--- config.mk ---
export PLATFORM = sky130hd
export DESIGN_NAME = rau_gcd
export DESIGN_NICKNAME = d
export VERILOG_FILES = /design/src/sv/rau_pkg.sv /design/src/sv/rau_gcd.sv
export SDC_FILE = /design/constraint.sdc
export NUM_CORES = 1
export LEC_CHECK = 0
export BUFFER_PORTS_ARGS = -buffer_cell sky130_fd_sc_hd__buf_2
export CAP_MARGIN = 25
export CORE_MARGIN = 5
export CORE_UTILIZATION = 45
export DETAILED_ROUTE_END_ITERATION = 10
export SKIP_CTS_REPAIR_TIMING = 1
export SYNTH_ARGS = -nofsm -noshare
export SYNTH_HDL_FRONTEND = slang
export SYNTH_SLANG_ARGS = --single-unit
--- constraint.sdc ---
create_clock -name clk_i -period 6.5 [get_ports clk_i]
set_input_delay 1.95 -clock clk_i [delete_from_list [all_inputs] [get_ports clk_i]]
set_output_delay 1.95 -clock clk_i [all_outputs]
set_load 0.01 [all_outputs]
--- src/sv/rau_pkg.sv ---
// ----------------------------------------------------------------------------
// rau_pkg
// action and status codes shared by the rational arithmetic unit
// ----------------------------------------------------------------------------
`default_nettype none
package rau_pkg;
  localparam int DW = 64;

  localparam logic [2:0] ACT_REDUCE = 3'd0;
  localparam logic [2:0] ACT_ADD    = 3'd1;
  localparam logic [2:0] ACT_SUB    = 3'd2;
  localparam logic [2:0] ACT_MUL    = 3'd3;
  localparam logic [2:0] ACT_DIV    = 3'd4;
  localparam logic [2:0] ACT_CMP    = 3'd5;

  localparam logic [1:0] ST_OK      = 2'd0;
  localparam logic [1:0] ST_ZDEN    = 2'd1;
  localparam logic [1:0] ST_DIVZ    = 2'd2;
  localparam logic [1:0] ST_OVF     = 2'd3;
endpackage
`default_nettype wire

--- src/sv/rau_gcd.sv ---
// ----------------------------------------------------------------------------
// rau_gcd
// binary gcd, one shift or subtract step per cycle
// ----------------------------------------------------------------------------
`default_nettype none
module rau_gcd (
  input  wire logic                  clk_i,
  input  wire logic                  rst_ni,
  input  wire logic                  start_i,
  input  wire logic [rau_pkg::DW-1:0] x_i,
  input  wire logic [rau_pkg::DW-1:0] y_i,
  output logic                       done_o,
  output logic [rau_pkg::DW-1:0]     g_o
);
  import rau_pkg::*;

  logic          busy_q;
  logic [DW-1:0] x_q, y_q;
  logic [5:0]    k_q;

  always_ff @(posedge clk_i or negedge rst_ni) begin
    if (!rst_ni) begin
      busy_q <= 1'b0;
      done_o <= 1'b0;
    end else begin
      done_o <= 1'b0;
      if (start_i) begin
        busy_q <= 1'b1;
        x_q    <= x_i;
        y_q    <= y_i;
        k_q    <= '0;
      end else if (busy_q) begin
        if (x_q == '0 || y_q == '0) begin
          g_o    <= (x_q | y_q) << k_q;
          done_o <= 1'b1;
          busy_q <= 1'b0;
        end else if (!x_q[0] && !y_q[0]) begin
          x_q <= x_q >> 1;
          y_q <= y_q >> 1;
          k_q <= k_q + 6'd1;
        end else if (!x_q[0]) begin
          x_q <= x_q >> 1;
        end else if (!y_q[0]) begin
          y_q <= y_q >> 1;
        end else if (x_q >= y_q) begin
          x_q <= (x_q - y_q) >> 1;
        end else begin
          y_q <= (y_q - x_q) >> 1;
        end
      end
    end
  end
endmodule
`default_nettype wire

-- Yosys cells after proc, flatten, opt, wreduce, memory -nomap -nowiden
Cells that the tools add are included.
- register bits after elaboration: 200
- output and inout port bits: 65
- word-level logic and storage cells: 55
- bitwise logic cells: 2
- muxes and demuxes: 23
- magnitude comparators: 1
- shifts and indexed selects: 1
- add/sub/neg operators: 3
- eq/ne operators: 4
- reductions and logical operators: 13
- operator list (operator ; number):
    64-bit two-way mux ; 14
    64-bit zero test ; 2
    64-bit subtractor ; 2
    64-bit greater-or-equal comparator ; 1
    64-bit OR ; 1
    64-bit by 6-bit << shifter with 64-bit output ; 1
    6-bit two-way mux ; 3
    5-bit AND reduction ; 2
    4-bit by 2-bit != test with 1-bit output, second input constant ; 2
    4-bit AND reduction ; 2
    6-bit by 1-bit adder with 6-bit output, second input constant ; 1
    1-bit two-way mux ; 6
    4-bit != test, second input constant ; 1
    3-bit AND reduction ; 1
    3-bit nonzero test ; 1
    1-bit zero test ; 2
    2-bit != test, second input constant ; 1
    2-bit nonzero test ; 1
    1-bit logical AND ; 1
    1-bit logical OR ; 1
    1-bit inverter ; 1

-- Depth between registers and ports, before layout
- depth in word-level cells: 8
- gate-level depth with buffers: 15
- mapped depth without buffers: 13

-- Worst setup path before layout
OpenSTA, ideal clock, no wires.
- path type: register to register
- start point: reg x_q[0]
- end point: reg y_q[10] (enable)
- data arrival time: 4497 ps
- required time: 6068 ps
- stages on the path, launching flop included: 15
- setup slack: 1571 ps
- path buffers: 2
- cells stage by stage: edfxtp_1 inv_1 ha_1 fa_1 nor2_1 o21ai_0 a31oi_1 a221oi_2 o21ai_2 and3_4 or2_1 buf_2 buf_4 a21oi_1 o31a_1
- cells in the longest elaborated chain, start to end: 4
- ends and longest elaborated chain (what ; RTL line ; text):
    from (decl) ; rau_gcd.sv:18 ; logic [DW-1:0] x_q, y_q;
    from (signal assigned) ; rau_gcd.sv:29 ; x_q <= x_i;
    from (signal assigned) ; rau_gcd.sv:38 ; x_q <= x_q >> 1;
    from (signal assigned) ; rau_gcd.sv:42 ; x_q <= x_q >> 1;
    parallel branches: the longest is 3 deep, another holds 64-bit greater-or-equal comparator ; -- ;
    5-bit AND reduction (no line) * ; -- ;
    to (signal assigned) ; rau_gcd.sv:30 ; y_q <= y_i;
    to (signal assigned) ; rau_gcd.sv:39 ; y_q <= y_q >> 1;
    to (signal assigned) ; rau_gcd.sv:44 ; y_q <= y_q >> 1;
    to (decl) ; rau_gcd.sv:18 ;
Mark *: on every way between the ends.
A chain may end at the register's enable or synchronous reset.

-- Worst setup path after layout
- start point: reg x_q[42]
- end point: reg x_q[38] (enable)
- cells in the longest elaborated chain, start to end: 4
- ends and longest elaborated chain (what):
    parallel branches: the longest is 3 deep, another holds 64-bit greater-or-equal comparator
    5-bit AND reduction (no line) *
Marked as above.

==> impl_metrics.tcl <==
set metrics [dict create \
    end_kind "register" \
    path_cells "inv_1, ha_1, nor4_1, nand2_1, nor3_2, inv_1, nor4_1, a221o_1, nor2_2, a21oi_1, o21a_2, buf_4" \
    clk_pin_slew_ps 80 \
    cts_tree "yes" \
    path_class "reg -> reg" \
    synthArstFlopShare 0.0100 \
    fin_skew_ps 15.2 \
    grt_pass1_wl_um 142000 \
    fmax_mhz 191 \
    seq_area_frac_synth 0.276 \
    fin_nets 3074 \
    peakVddDrop_mv 0.198 \
    clock_path_buffers 2 \
    antenna_found_initial 0 \
    yosys_warnings 0 \
    avgViaCountPerCell 6.53 \
    area_growth_syn_to_layout_pct 9.53 \
    max_slew_margin 0.221 \
    fillers 4713 \
    cts.sinks 200 \
    syn_area_um2 21700 \
    grt_pass1_vias 21000 \
    drv_slew 0 \
    synth-seq-cells 200 \
    multi_input_area_um2 14200 \
    clock_latency_ps 520 \
    rows 80 \
    ant_nets 0 \
    final_cells 3376 \
    maxCapViolCount 0 \
    die_h_um 230 \
    post-route-drc-count 0 \
    initial_core_util 0.455 \
    synth_edf_count 198 \
    min_period_ps 5230 \
    vias 22100 \
    gr-usage-all-layers 0.360 \
    powerDensity_nw_per_um2 254 \
    dpl.hpwl_um 79100 \
    synth_ff_type "edfxtp_1" \
    status "finished clean" \
    max_stage_delay_ps 810 \
    yosys.area.top_type "edfxtp_1" \
    core-area_um2 47700 \
    crit_path_top_delay_cell "nor4_1" \
    grt_start_max_net_pins 84 \
    final_cell_mix "367 x nand2_1, 251 x a21oi_1, 241 x inv_1, 198 x edfxtp_1, 195 x buf_2" \
    fin_util 0.499 \
    syn_avg_cell_area_um2 8.19 \
    worst_slew_pin_slew_ps 1160 \
    period_share 0.805 \
    cts_root_buf "clkbuf_16" \
    cp-start-kind "register" \
    ys_types 78 \
    crit_fanout 33 \
    arrival_ps 5390 \
    seqCellArea_um2 6000 \
    cts_buffers 17 \
    postSynthCellCount 2654 \
    wl_um 98700 \
    hold_viol 0 \
    drtPass1Iterations 8 \
    gp_congestion 1.07 \
    synth.top_cell.area_share 0.273 \
    ios 196 \
    drt-initial-drc-count 2730 \
    r2r_slack_ps 1270 \
    dieArea_um2 52800 \
    drive_above_1_share 0.135 \
    rsz0062_at_grt "false" \
    htree_levels 4 \
    hold_class "reg -> reg" \
    tns_ps 0 \
    synth_area_leaders "edfxtp_1 27%, ha_1 11%, nand2_1 6.4%" \
    setup_viol 0 \
    die_width_um 230 \
    avgRoutedWirePerCell_um 29.2 \
    holdWs_ps 707 \
    gr-total-overflow 0 \
    final_common_cell "nand2_1" \
    synth_nets 2981 \
    port_buffers 195 \
    leakagePower_nw 9.89 \
    worstPathRequired_ps 6660 \
    dp.cells 3343 \
]
-- worst paths after layout --
path,start,depth (start not counted),to
hold / removal,busy_q,1,done_o
setup reg to reg,x_q[42],12,x_q[38]
max in group asynchronous,rst_ni,2,done_o
min in group asynchronous,rst_ni,2,busy_q
setup / recovery,x_q[42],12,x_q[38]
hold reg to reg,busy_q,1,done_o
-- stage by stage --
stage | power, mW | instance area (um2) | worst slack (ps)
final | 6.05 | 23800 | 1270
after global routing | 6.30 | 23800 | 988
after CTS | 5.95 | 23800 | 1320
after detailed placement | 4.75 | 23200 | 1300
after global placement | 4.76 | 23100 | 1380
after floorplan | 3.69 | 21700 | 1570
-- power breakdown --
part           switching, mW  internal, mW  leakage [nW]
Clock                  0.640         0.561         0.306
Combinational           2.09          1.05          7.66
Sequential             0.146          1.56          1.92
-- sequential cells by signal, indices dropped and copies added, names as in the netlist --
name	cells
g_o	64
x_q	64
y_q	64
k_q	6
busy_q	1
done_o	1
-- kinds of logic (layout without fill, tap and decap cells) --
| logic type | after synthesis | in the layout | synth area share |
|---|---|---|---|
| compound gates | 794 | 794 | 0.234 |
| xor+xnor | 121 | 121 | 0.0487 |
| fa+ha+maj | 196 | 196 | 0.113 |
| buf+inv | 411 | 517 | 0.0744 |
| flops | 200 | 200 | 0.276 |
| mux | 121 | 121 | 0.0852 |
| other cells | 0 | 1 | 0 |
| simple gates | 811 | 811 | 0.169 |
-- final cells by class --
| class | instances | share of cell area |
|---|---|---|
| Tap cell | 615 | 0.0323 |
| Sequential cell | 200 | 0.252 |
| Inverter | 243 | 0.0383 |
| Clock inverter | 15 | 0.00846 |
| Antenna cell | 1 | 0.000105 |
| Clock buffer | 17 | 0.0179 |
| Timing Repair Buffer | 242 | 0.0570 |
| Multi-Input combinational cell | 2043 | 0.594 |
-- worst max-delay path: cells and delay by family (launching register included) --
kind | cells | cell delay [ps]
AND/OR/NAND/NOR | 5 | 1810
AO/OA/AOI/OAI | 3 | 1280
buffers and inverters | 3 | 810
adder cells (fa/ha/maj) | 1 | 480
flip-flops | 1 | 420
-- layer usage --
| layer | track usage | up-vias | wire length [um] |
|---|---|---|---|
| li1 | - | 9817 | - |
| met1 | 0.478 | 10700 | 40100 |
| met2 | 0.555 | 1299 | 43400 |
| met3 | 0.0767 | 247 | 9160 |
| met4 | 0.187 | 0 | 6070 |
| met5 | 0 | - | 0 |
-- cell usage after synthesis, drive strengths merged (19+ instances only) --
cell type,n
a31oi,19
o21bai,47
a21oi,251
nor4,83
a22oi,19
o21ai,185
a221oi,40
nand3,33
nor2,188
edfxtp,198
nor3,33
mux4,50
inv,243
mux2i,59
ha,194
nand2,369
o31ai,57
clkbuf,121
nor2b,25
buf,47
xnor2,114
o221ai,43
Power figures use the tool's default switching activity.
