===== config.mk =====
export PLATFORM = sky130hd
export DESIGN_NAME = rau_div
export DESIGN_NICKNAME = d
export VERILOG_FILES = /design/src/sv/rau_pkg.sv /design/src/sv/rau_div.sv
export SDC_FILE = /design/constraint.sdc
export NUM_CORES = 1
export LEC_CHECK = 0
export BUFFER_PORTS_ARGS = -buffer_cell sky130_fd_sc_hd__clkbuf_2
export CAP_MARGIN = 20
export CORE_ASPECT_RATIO = 1.1
export CORE_UTILIZATION = 57
export DETAILED_ROUTE_END_ITERATION = 7
export PLACE_DENSITY = 0.8
export REMOVE_ABC_BUFFERS = 1
export SETUP_SLACK_MARGIN = 0.1
export SLEW_MARGIN = 20
export SYNTH_ARGS = -nofsm -noshare
export SYNTH_HDL_FRONTEND = slang
export SYNTH_SLANG_ARGS = --single-unit

===== constraint.sdc =====
create_clock -name clk_i -period 5.8 [get_ports clk_i]
set_clock_uncertainty 0.1 [all_clocks]
set_input_delay 1.16 -clock clk_i [delete_from_list [all_inputs] [get_ports clk_i]]
set_output_delay 1.16 -clock clk_i [all_outputs]
set_load 0.02 [all_outputs]

===== src/sv/rau_pkg.sv =====
// ----------------------------------------------------------------------------
// rau_pkg
// action and status codes shared by the rational arithmetic unit
// ----------------------------------------------------------------------------
`default_nettype none
package rau_pkg;
  localparam int DW = 64;

  localparam logic [2:0] ACT_REDUCE = 3'd0;
  localparam logic [2:0] ACT_ADD    = 3'd1;
  localparam logic [2:0] ACT_SUB    = 3'd2;
  localparam logic [2:0] ACT_MUL    = 3'd3;
  localparam logic [2:0] ACT_DIV    = 3'd4;
  localparam logic [2:0] ACT_CMP    = 3'd5;

  localparam logic [1:0] ST_OK      = 2'd0;
  localparam logic [1:0] ST_ZDEN    = 2'd1;
  localparam logic [1:0] ST_DIVZ    = 2'd2;
  localparam logic [1:0] ST_OVF     = 2'd3;
endpackage
`default_nettype wire


===== src/sv/rau_div.sv =====
// ----------------------------------------------------------------------------
// rau_div
// restoring divider, one quotient bit per cycle
// ----------------------------------------------------------------------------
`default_nettype none
module rau_div (
  input  wire logic                  clk_i,
  input  wire logic                  rst_ni,
  input  wire logic                  start_i,
  input  wire logic [rau_pkg::DW-1:0] n_i,
  input  wire logic [rau_pkg::DW-1:0] d_i,
  output logic                       done_o,
  output logic [rau_pkg::DW-1:0]     q_o
);
  import rau_pkg::*;

  logic                  busy_q;
  logic [DW-1:0]         rem_q, d_q;
  logic [$clog2(DW)-1:0] cnt_q;
  logic [DW:0]           rem_sh;
  logic                  take;

  assign rem_sh = {rem_q, q_o[DW-1]};
  assign take   = rem_sh >= {1'b0, d_q};

  always_ff @(posedge clk_i or negedge rst_ni) begin
    if (!rst_ni) begin
      busy_q <= 1'b0;
      done_o <= 1'b0;
    end else begin
      done_o <= 1'b0;
      if (start_i) begin
        busy_q <= 1'b1;
        q_o    <= n_i;
        d_q    <= d_i;
        rem_q  <= '0;
        cnt_q  <= '0;
      end else if (busy_q) begin
        rem_q <= take ? DW'(rem_sh - {1'b0, d_q}) : rem_sh[DW-1:0];
        q_o   <= {q_o[DW-2:0], take};
        cnt_q <= cnt_q + 1'b1;
        if (cnt_q == '1) begin
          busy_q <= 1'b0;
          done_o <= 1'b1;
        end
      end
    end
  end
endmodule
`default_nettype wire


## After elaboration in Yosys (flattened, before gate mapping)

Cells that the tools add are included.

- Flip-flop bits (word level): 200
- Bits of input ports: 131
- Output and inout port bits: 65
- Word-level logic and storage cells: 24

- Add/subtract/negate cells: 2
- $lt $le $gt $ge: 1
- Eq/ne operators: 1
- Mux-type cells: 11
- Reductions and logical operators: 3

Operators with widths:

| cell | count |
|---|---|
| 64-bit two-way mux | 4 |
| 65-bit by 64-bit greater-or-equal comparator with 1-bit output | 1 |
| 64-bit subtractor | 1 |
| 6-bit by 1-bit adder with 6-bit output, second input constant | 1 |
| 6-bit equality test, second input constant | 1 |
| 1-bit two-way mux | 6 |
| 6-bit two-way mux | 1 |
| 2-bit AND reduction | 2 |
| 2-bit nonzero test | 1 |

## Longest topological paths before layout

Gate-level depths: netlist of the first run.

- Depth in word-level cells: 4
- Depth in mapped cells: 16
- Depth with buffers taken out: 13

## Worst setup path after synthesis of the first run

Ideal clock, no wire load.

- Kind: input -> register
- Start: input start_i
- End: register q_o[0] in the netlist's numbering (enable)
- Setup time: 0.493 ns
- Data arrival time: 4.631 ns
- Data required time: 5.207 ns
- Path slack: 0.576 ns
- Stages: 4
- Buffers on the path: 2
- Cell sequence: clkbuf_1 clkbuf_1 nor2_1 nor2b_1

- Longest elaborated chain between the ends: 2

Ends and longest elaborated chain:

| element | RTL line | text |
|---|---|---|
| start: declaration | rau_div.sv:9 | `input wire logic start_i,` |
| 2-bit nonzero test (no line) | - |  |
| 2-bit AND reduction (no line) | - |  |
| end signal: assignment | rau_div.sv:34 | `q_o <= n_i;` |
| end signal: assignment | rau_div.sv:40 | `q_o <= {q_o[DW-2:0], take};` |
| end: declaration | rau_div.sv:13 | `output logic [rau_pkg::DW-1:0] q_o` |

Every way passes these cells.
A chain may end at the register's enable or synchronous reset.

## Worst setup path in the final report of the first run

- Start: register rem_q[37]
- End: register rem_q[3], data pin

- Longest elaborated chain between the ends: 3

Ends and longest elaborated chain:

| element | RTL line | text |
|---|---|---|
| start: declaration | rau_div.sv:18 | `logic [DW-1:0] rem_q, d_q;` |
| start signal: assignment | rau_div.sv:39 | `rem_q <= take ? DW'(rem_sh - {1'b0, d_q}) : rem_sh[DW-1:0];` |
| 65-bit by 64-bit greater-or-equal comparator with 1-bit output | rau_div.sv:24 | `assign take = rem_sh >= {1'b0, d_q};` |
| 64-bit two-way mux | rau_div.sv:39 |  |
| 64-bit two-way mux | rau_div.sv:38 | `end else if (busy_q) begin` |

Every way passes these cells.

==> results.sh, run 1 <==
export IMPL_hold_class="register to register"
export IMPL_cp_max_fo=71
export IMPL_slew_viol_final=0
export IMPL_die_w_um=143
export IMPL_yosysMostFrequentCell="edfxtp_1"
export IMPL_synthArstFlopShare=0.0100
export IMPL_cts_inserted_buffers=17
export IMPL_dpl_hpwl_mm=21.3
export IMPL_via_per_inst=5.93
export IMPL_hold_start="q_o[19]"
export IMPL_ctsResizeCount=0
export IMPL_layout_drive_gt1_share=0.229
export IMPL_setup_viol=0
export IMPL_worst_setup_path_start_kind="register"
export IMPL_tightest_slew_ns=1.06
export IMPL_grt_overflow_total=0
export IMPL_critPathLaunch="rem_q[37]"
export IMPL_area_delta_synth_final_pct=14.3
export IMPL_yosys_area_top_type="edfxtp_1"
export IMPL_rr_startpoint="rem_q[37]"
export IMPL_grt_start_max_net_pins=75
export IMPL_endpoint_kind="register"
export IMPL_multiInputGateArea_um2=5920
export IMPL_cp_common_cell="a211oi_1"
export IMPL_ys_top_cells_by_count="198 x edfxtp_1, 139 x nor2_1, 106 x a21oi_1, 80 x inv_1, 69 x nand2_1"
export IMPL_die_area_um2=22500
export IMPL_synth_edff_count=198
export IMPL_whs_ns=0.479
export IMPL_initial_utilization=0.583
export IMPL_fmax_mhz=239
export IMPL_grt_pass1_vias=9520
export IMPL_finalCritPeriodShare=0.720
export IMPL_htreeDepth=4
export IMPL_io_buffers=195
export IMPL_drt_iter0_drc=745
export IMPL_rsz0062_at_grt="false"
export IMPL_ys_ff_latch=200
export IMPL_slowest_delay_ns=0.73
export IMPL_n_antenna_cell=0
export IMPL_wl_mm=29.5
export IMPL_p_total_uw=4710
export IMPL_post_route_min_period_ns=4.18
export IMPL_io_pins=196
export IMPL_place_gp_congestion=0.931
export IMPL_cts_tree="yes"
export IMPL_synth_top_cell_area_share=0.476
export IMPL_netlist_area_um2=12500
export IMPL_max_slew_margin_rel=0.291
export IMPL_fillers=1704
export IMPL_cts_root_buffer="clkbuf_16"
export IMPL_track_usage=0.271
export IMPL_worst_ep_required_time_ns=5.87
export IMPL_wire_per_inst_um=17.8
export IMPL_ctsHoldBuffers=0
export IMPL_yosysSeqAreaShare=0.480
export IMPL_finalHoldViolCount=0
export IMPL_post_cts_repair_setup_buffers=0
export IMPL_critPathSlowestCell="and3_4"
export IMPL_nets=1557
export IMPL_critical_path_class="register to register"
export IMPL_path_cells="ha_1 > a21oi_1 > nor2b_1 > o21ai_0 > nand2b_1 > a221oi_1 > o21a_1 > and3_4 > buf_4 > a211oi_1 > a211oi_1 > nor3_1"
export IMPL_syn_inst=1206
export IMPL_cp_arrival_ns=4.25
export IMPL_drt_pass1_iterations=7
export IMPL_core_um2=21400
export IMPL_die_height_um=157
export IMPL_p_per_area_nw_per_um2=330
export IMPL_synth_area_leaders="edfxtp_1 48%, ha_1 6.5%, mux2_2 5.9%"
export IMPL_antenna_found_initial=0
export IMPL_ant_nets=0
export IMPL_clock_latency_ns=0.46
export IMPL_path_clk_slew_ns=0.09
export IMPL_drcViolationCount=0
export IMPL_placementRows=56
export IMPL_ir_drop_uv=251
export IMPL_clock_path_buffers=2
export IMPL_clock_sinks=200
export IMPL_avgSynthCellArea_um2=10.4
export IMPL_status="completed"
export IMPL_grt_first_pass_wirelength_mm=47.5
export IMPL_setup_tns_final_ns=0
export IMPL_synth_top_flop_cell="edfxtp_1"
export IMPL_max_cap_violations=0
export IMPL_p_leak_uw=0.00593
export IMPL_yosys_warnings=0
export IMPL_synthDistinctLibCells=64
export IMPL_vias=9855
export IMPL_seq_area_um2=6000
## state kept, by name, indices dropped and copies added (netlist names)
name	cells
busy_q	1
cnt_q	6
d_q	64
done_o	1
q_o	64
rem_q	64
## critical path, delay by kind of cell (launching register included)
kind,cells,cell delay [ns]
adder cells (fa/ha/maj),1,0.43
flip-flops,1,0.43
AND/OR/NAND/NOR,4,1.01
AO/OA/AOI/OAI,6,1.44
buffers and inverters,1,0.48
## final timing paths
check | endpoint | slack (ns) | cells after the start
worst max-delay path | rem_q[3] | 1.62 | 12
worst min-delay path | q_o[20] | 0.48 | 1
worst max register to register | rem_q[3] | 1.62 | 12
worst min register to register | q_o[20] | 0.48 | 1
max in group asynchronous | busy_q | 4.57 | 1
min in group asynchronous | busy_q | 0.60 | 1
## metal layers
metal  vias to the layer above  track usage  wire (µm)
li1                       4786            -          -
met1                      4622        0.348      12800
met2                       395        0.455      14100
met3                        52       0.0499       1930
met4                         0        0.104        746
met5                         -            0          0
## report_power, final
group	internal (µW)	switching [µW]	total, µW
Sequential	1780	94.6	1870
Combinational	613	872	1480
Clock	660	692	1350
Total	3050	1660	4710
## cell families after synthesis
logic type | Yosys count | synth area share
buffers and inverters | 147 | 0.0476
adders and majority gates | 66 | 0.0667
AOI/OAI and AO/OA | 324 | 0.169
DFF | 200 | 0.480
xor gates and xnor gates | 57 | 0.0399
and+or+nand+nor | 323 | 0.119
muxes | 89 | 0.0779
## area by class of cell
cell class                      count  share of cell area
Clock buffer                       17              0.0298
Clock inverter                     15              0.0174
Inverter                           81              0.0213
Multi-Input combinational cell    859               0.415
Sequential cell                   200               0.420
Tap cell                          290              0.0254
Timing Repair Buffer              201              0.0716
## layout by cell type, fill, tap and decap left out, types with 26 or more instances in the layout
master    count
edfxtp_1    198
clkbuf_2    193
nor2_1      139
a21oi_1     106
inv_1        80
nand2_1      69
mux2_2       66
ha_1         65
a211oi_1     60
o21ai_0      45
xnor2_1      31
a21o_1       29
nand4_1      26
xor2_1       26
## through the flow
| step | area, µm² | instances | util | worst slack (ns) |
|---|---|---|---|---|
| 2_1_floorplan | 12200 | 1140 | - | -0.150 |
| 3_3_place_gp | 13600 | 1631 | 0.635 | 1.76 |
| 3_5_place_dp | 13600 | 1631 | 0.635 | 1.66 |
| 4_1_cts | 14300 | 1663 | 0.666 | 1.64 |
| 5_1_grt | 14300 | 1663 | 0.666 | 1.27 |
| 6_report | 14300 | 1663 | 0.666 | 1.62 |
Note: power is estimated with default switching activity, not from simulation.
==> run 2: changes to the inputs <==
Settings changed: CORE_UTILIZATION 57 to 52, PLACE_DENSITY 0.8 to 0.77.
Clock period 5.8 ns to 3.7 ns, I/O delays scaled along.
==> run 2 against run 1 <==
  * Flip-flop and latch count is the same
  * Critical path depth did not move
  * Cell area rose by 3.4%
  * Via count grew 1.9%
  * Combinational power up 70%
  * Critical path type unchanged
  * Largest power group unchanged
==> results.sh, run 2 (synthesized netlist as in run 1, its figures left out) <==
export IMPL_cp_arrival_ns=3.60
export IMPL_rr_startpoint="rem_q[0]"
export IMPL_grt_pass1_vias=9827
export IMPL_drcViolationCount=0
export IMPL_io_pins=196
export IMPL_die_w_um=150
export IMPL_worst_setup_path_start_kind="register"
export IMPL_multiInputGateArea_um2=6090
export IMPL_hold_class="input pin to async pin"
export IMPL_placementRows=59
export IMPL_drt_iter0_drc=722
export IMPL_finalHoldViolCount=0
export IMPL_finalCritPeriodShare=0.953
export IMPL_critPathLaunch="rem_q[0]"
export IMPL_r2r_end="rem_q[0]"
export IMPL_path_depth=12
export IMPL_endpoint_kind="register"
export IMPL_core_um2=23600
export IMPL_cts_root_buffer="clkbuf_16"
export IMPL_rr_worst_depth=12
export IMPL_r2r_slack_ns=0.17
export IMPL_rsz0062_at_grt="true"
export IMPL_ant_nets=0
export IMPL_area_delta_synth_final_pct=18.2
export IMPL_initial_utilization=0.529
export IMPL_cp_max_fo=19
export IMPL_clock_latency_ns=0.45
export IMPL_die_area_um2=24700
export IMPL_final_cell_area_um2=14800
export IMPL_cts_inserted_buffers=17
export IMPL_grt_first_pass_wirelength_mm=49.3
export IMPL_dpl_hpwl_mm=22.7
export IMPL_cts_tree="yes"
export IMPL_setup_viol=0
export IMPL_io_buffers=195
export IMPL_track_usage=0.255
export IMPL_fmax_mhz=284
export IMPL_die_height_um=165
export IMPL_path_clk_slew_ns=0.09
export IMPL_place_gp_congestion=0.976
export IMPL_most_common_layout_cells="198 x edfxtp_1, 193 x clkbuf_2, 137 x nor2_1"
export IMPL_p_total_uw=7500
export IMPL_critPathSlowestCell="edfxtp_1"
export IMPL_worstSetupEndpoint="rem_q[0]"
export IMPL_cp_top_family="compound AO/OA/AOI/OAI gates"
export IMPL_ir_drop_uv=276
export IMPL_clock_path_buffers=2
export IMPL_via_per_inst=5.85
export IMPL_final_common_cell="edfxtp_1"
export IMPL_reg_top3="d_q (64), q_o (64), rem_q (64)"
export IMPL_dr_wl_met3_mm=2.16
export IMPL_max_slew_margin_rel=0.476
export IMPL_tightest_slew_ns=0.786
export IMPL_wl_met2_mm=15.2
export IMPL_wire_per_inst_um=18.1
export IMPL_dpl_cell_area_um2=13900
export IMPL_post_route_min_period_ns=3.53
export IMPL_path_cells="ha_1 > nor2b_1 > o31a_1 > o311ai_4 > a311o_1 > a21oi_2 > o2111ai_2 > and3_4 > buf_6 > nor2_1 > a211oi_1 > a211oi_1"
export IMPL_drt_pass1_iterations=6
export IMPL_slowest_delay_ns=0.45
export IMPL_slew_viol_final=0
export IMPL_nets=1594
export IMPL_p_per_area_nw_per_um2=507
export IMPL_fillers=1938
export IMPL_highest_layer="met4"
export IMPL_whs_ns=0.267
export IMPL_setup_tns_final_ns=0
export IMPL_wl_mm=31.0
export IMPL_post_place_cells=1675
export IMPL_fin_cells=1716
export IMPL_htreeDepth=4
export IMPL_grt_overflow_total=0
export IMPL_cp_common_cell="a211oi_1"
export IMPL_seq_area_um2=6000
export IMPL_wl_met1_mm=12.7
export IMPL_clock_sinks=200
export IMPL_worst_ep_required_time_ns=3.77
export IMPL_vias=10000
export IMPL_status="completed"
export IMPL_max_cap_violations=0
export IMPL_critical_path_class="register to register"
export IMPL_antenna_found_initial=1
export IMPL_p_leak_uw=0.00611
export IMPL_worst_path_buf_inv=1
export IMPL_grt_start_max_net_pins=110
export IMPL_layout_drive_gt1_share=0.265
==> run 2: cell count changes in the layout (fill, tap and decap cells not counted), sizes merged <==
cell,previous run,this run
buf,8,43
and3,6,8
diode,0,1
clkinvlp,0,1
bufinv,1,0
==> run 2: worst min-delay path by stage <==
stage | start | to | slack [ns] | cells after the start
2_1_floorplan | rst_ni | busy_q | 0.34 | 0
3_3_place_gp | q_o[26] | q_o[27] | 0.46 | 1
3_5_place_dp | q_o[17] | q_o[18] | 0.47 | 1
4_1_cts | rst_ni | done_o | 0.24 | 2
5_1_grt | rst_ni | done_o | 0.27 | 2
6_report | rst_ni | done_o | 0.27 | 2
==> run 2: cell type report <==
class,instances,share of cell area
clock buffer,17,0.0288
inverter,81,0.0206
multi-input combinational,861,0.412
sequential,200,0.406
antenna,1,0.000169
tap,305,0.0258
timing repair buffer,236,0.0912
clock inverter,15,0.0152
==> run 2: power by group <==
part / internal [µW] / switching, µW / total, µW
Combinational: 1100 / 1420 / 2520
Sequential: 2790 / 151 / 2940
Clock: 965 / 1070 / 2040
==> run 2: stage by stage <==
stage	setup slack, ns	util
after floorplan	-2.25	-
after global placement	0.223	0.588
after detailed placement	0.142	0.588
after CTS	0.115	0.616
after global routing	0.000495	0.626
final	0.173	0.626
==> run 2: what timing repair did <==
action | in CTS | in global routing
setup buffers | 0 | 6
endpoints found under the setup margin | 0 | 64
resized for setup | 0 | 37
hold buffers | 0 | 0
==> run 2: layer usage <==
layer	up-vias	global-route usage
li1	4868	-
met1	4723	0.316
met2	387	0.435
met3	65	0.0544
met4	0	0.0987
met5	-	0
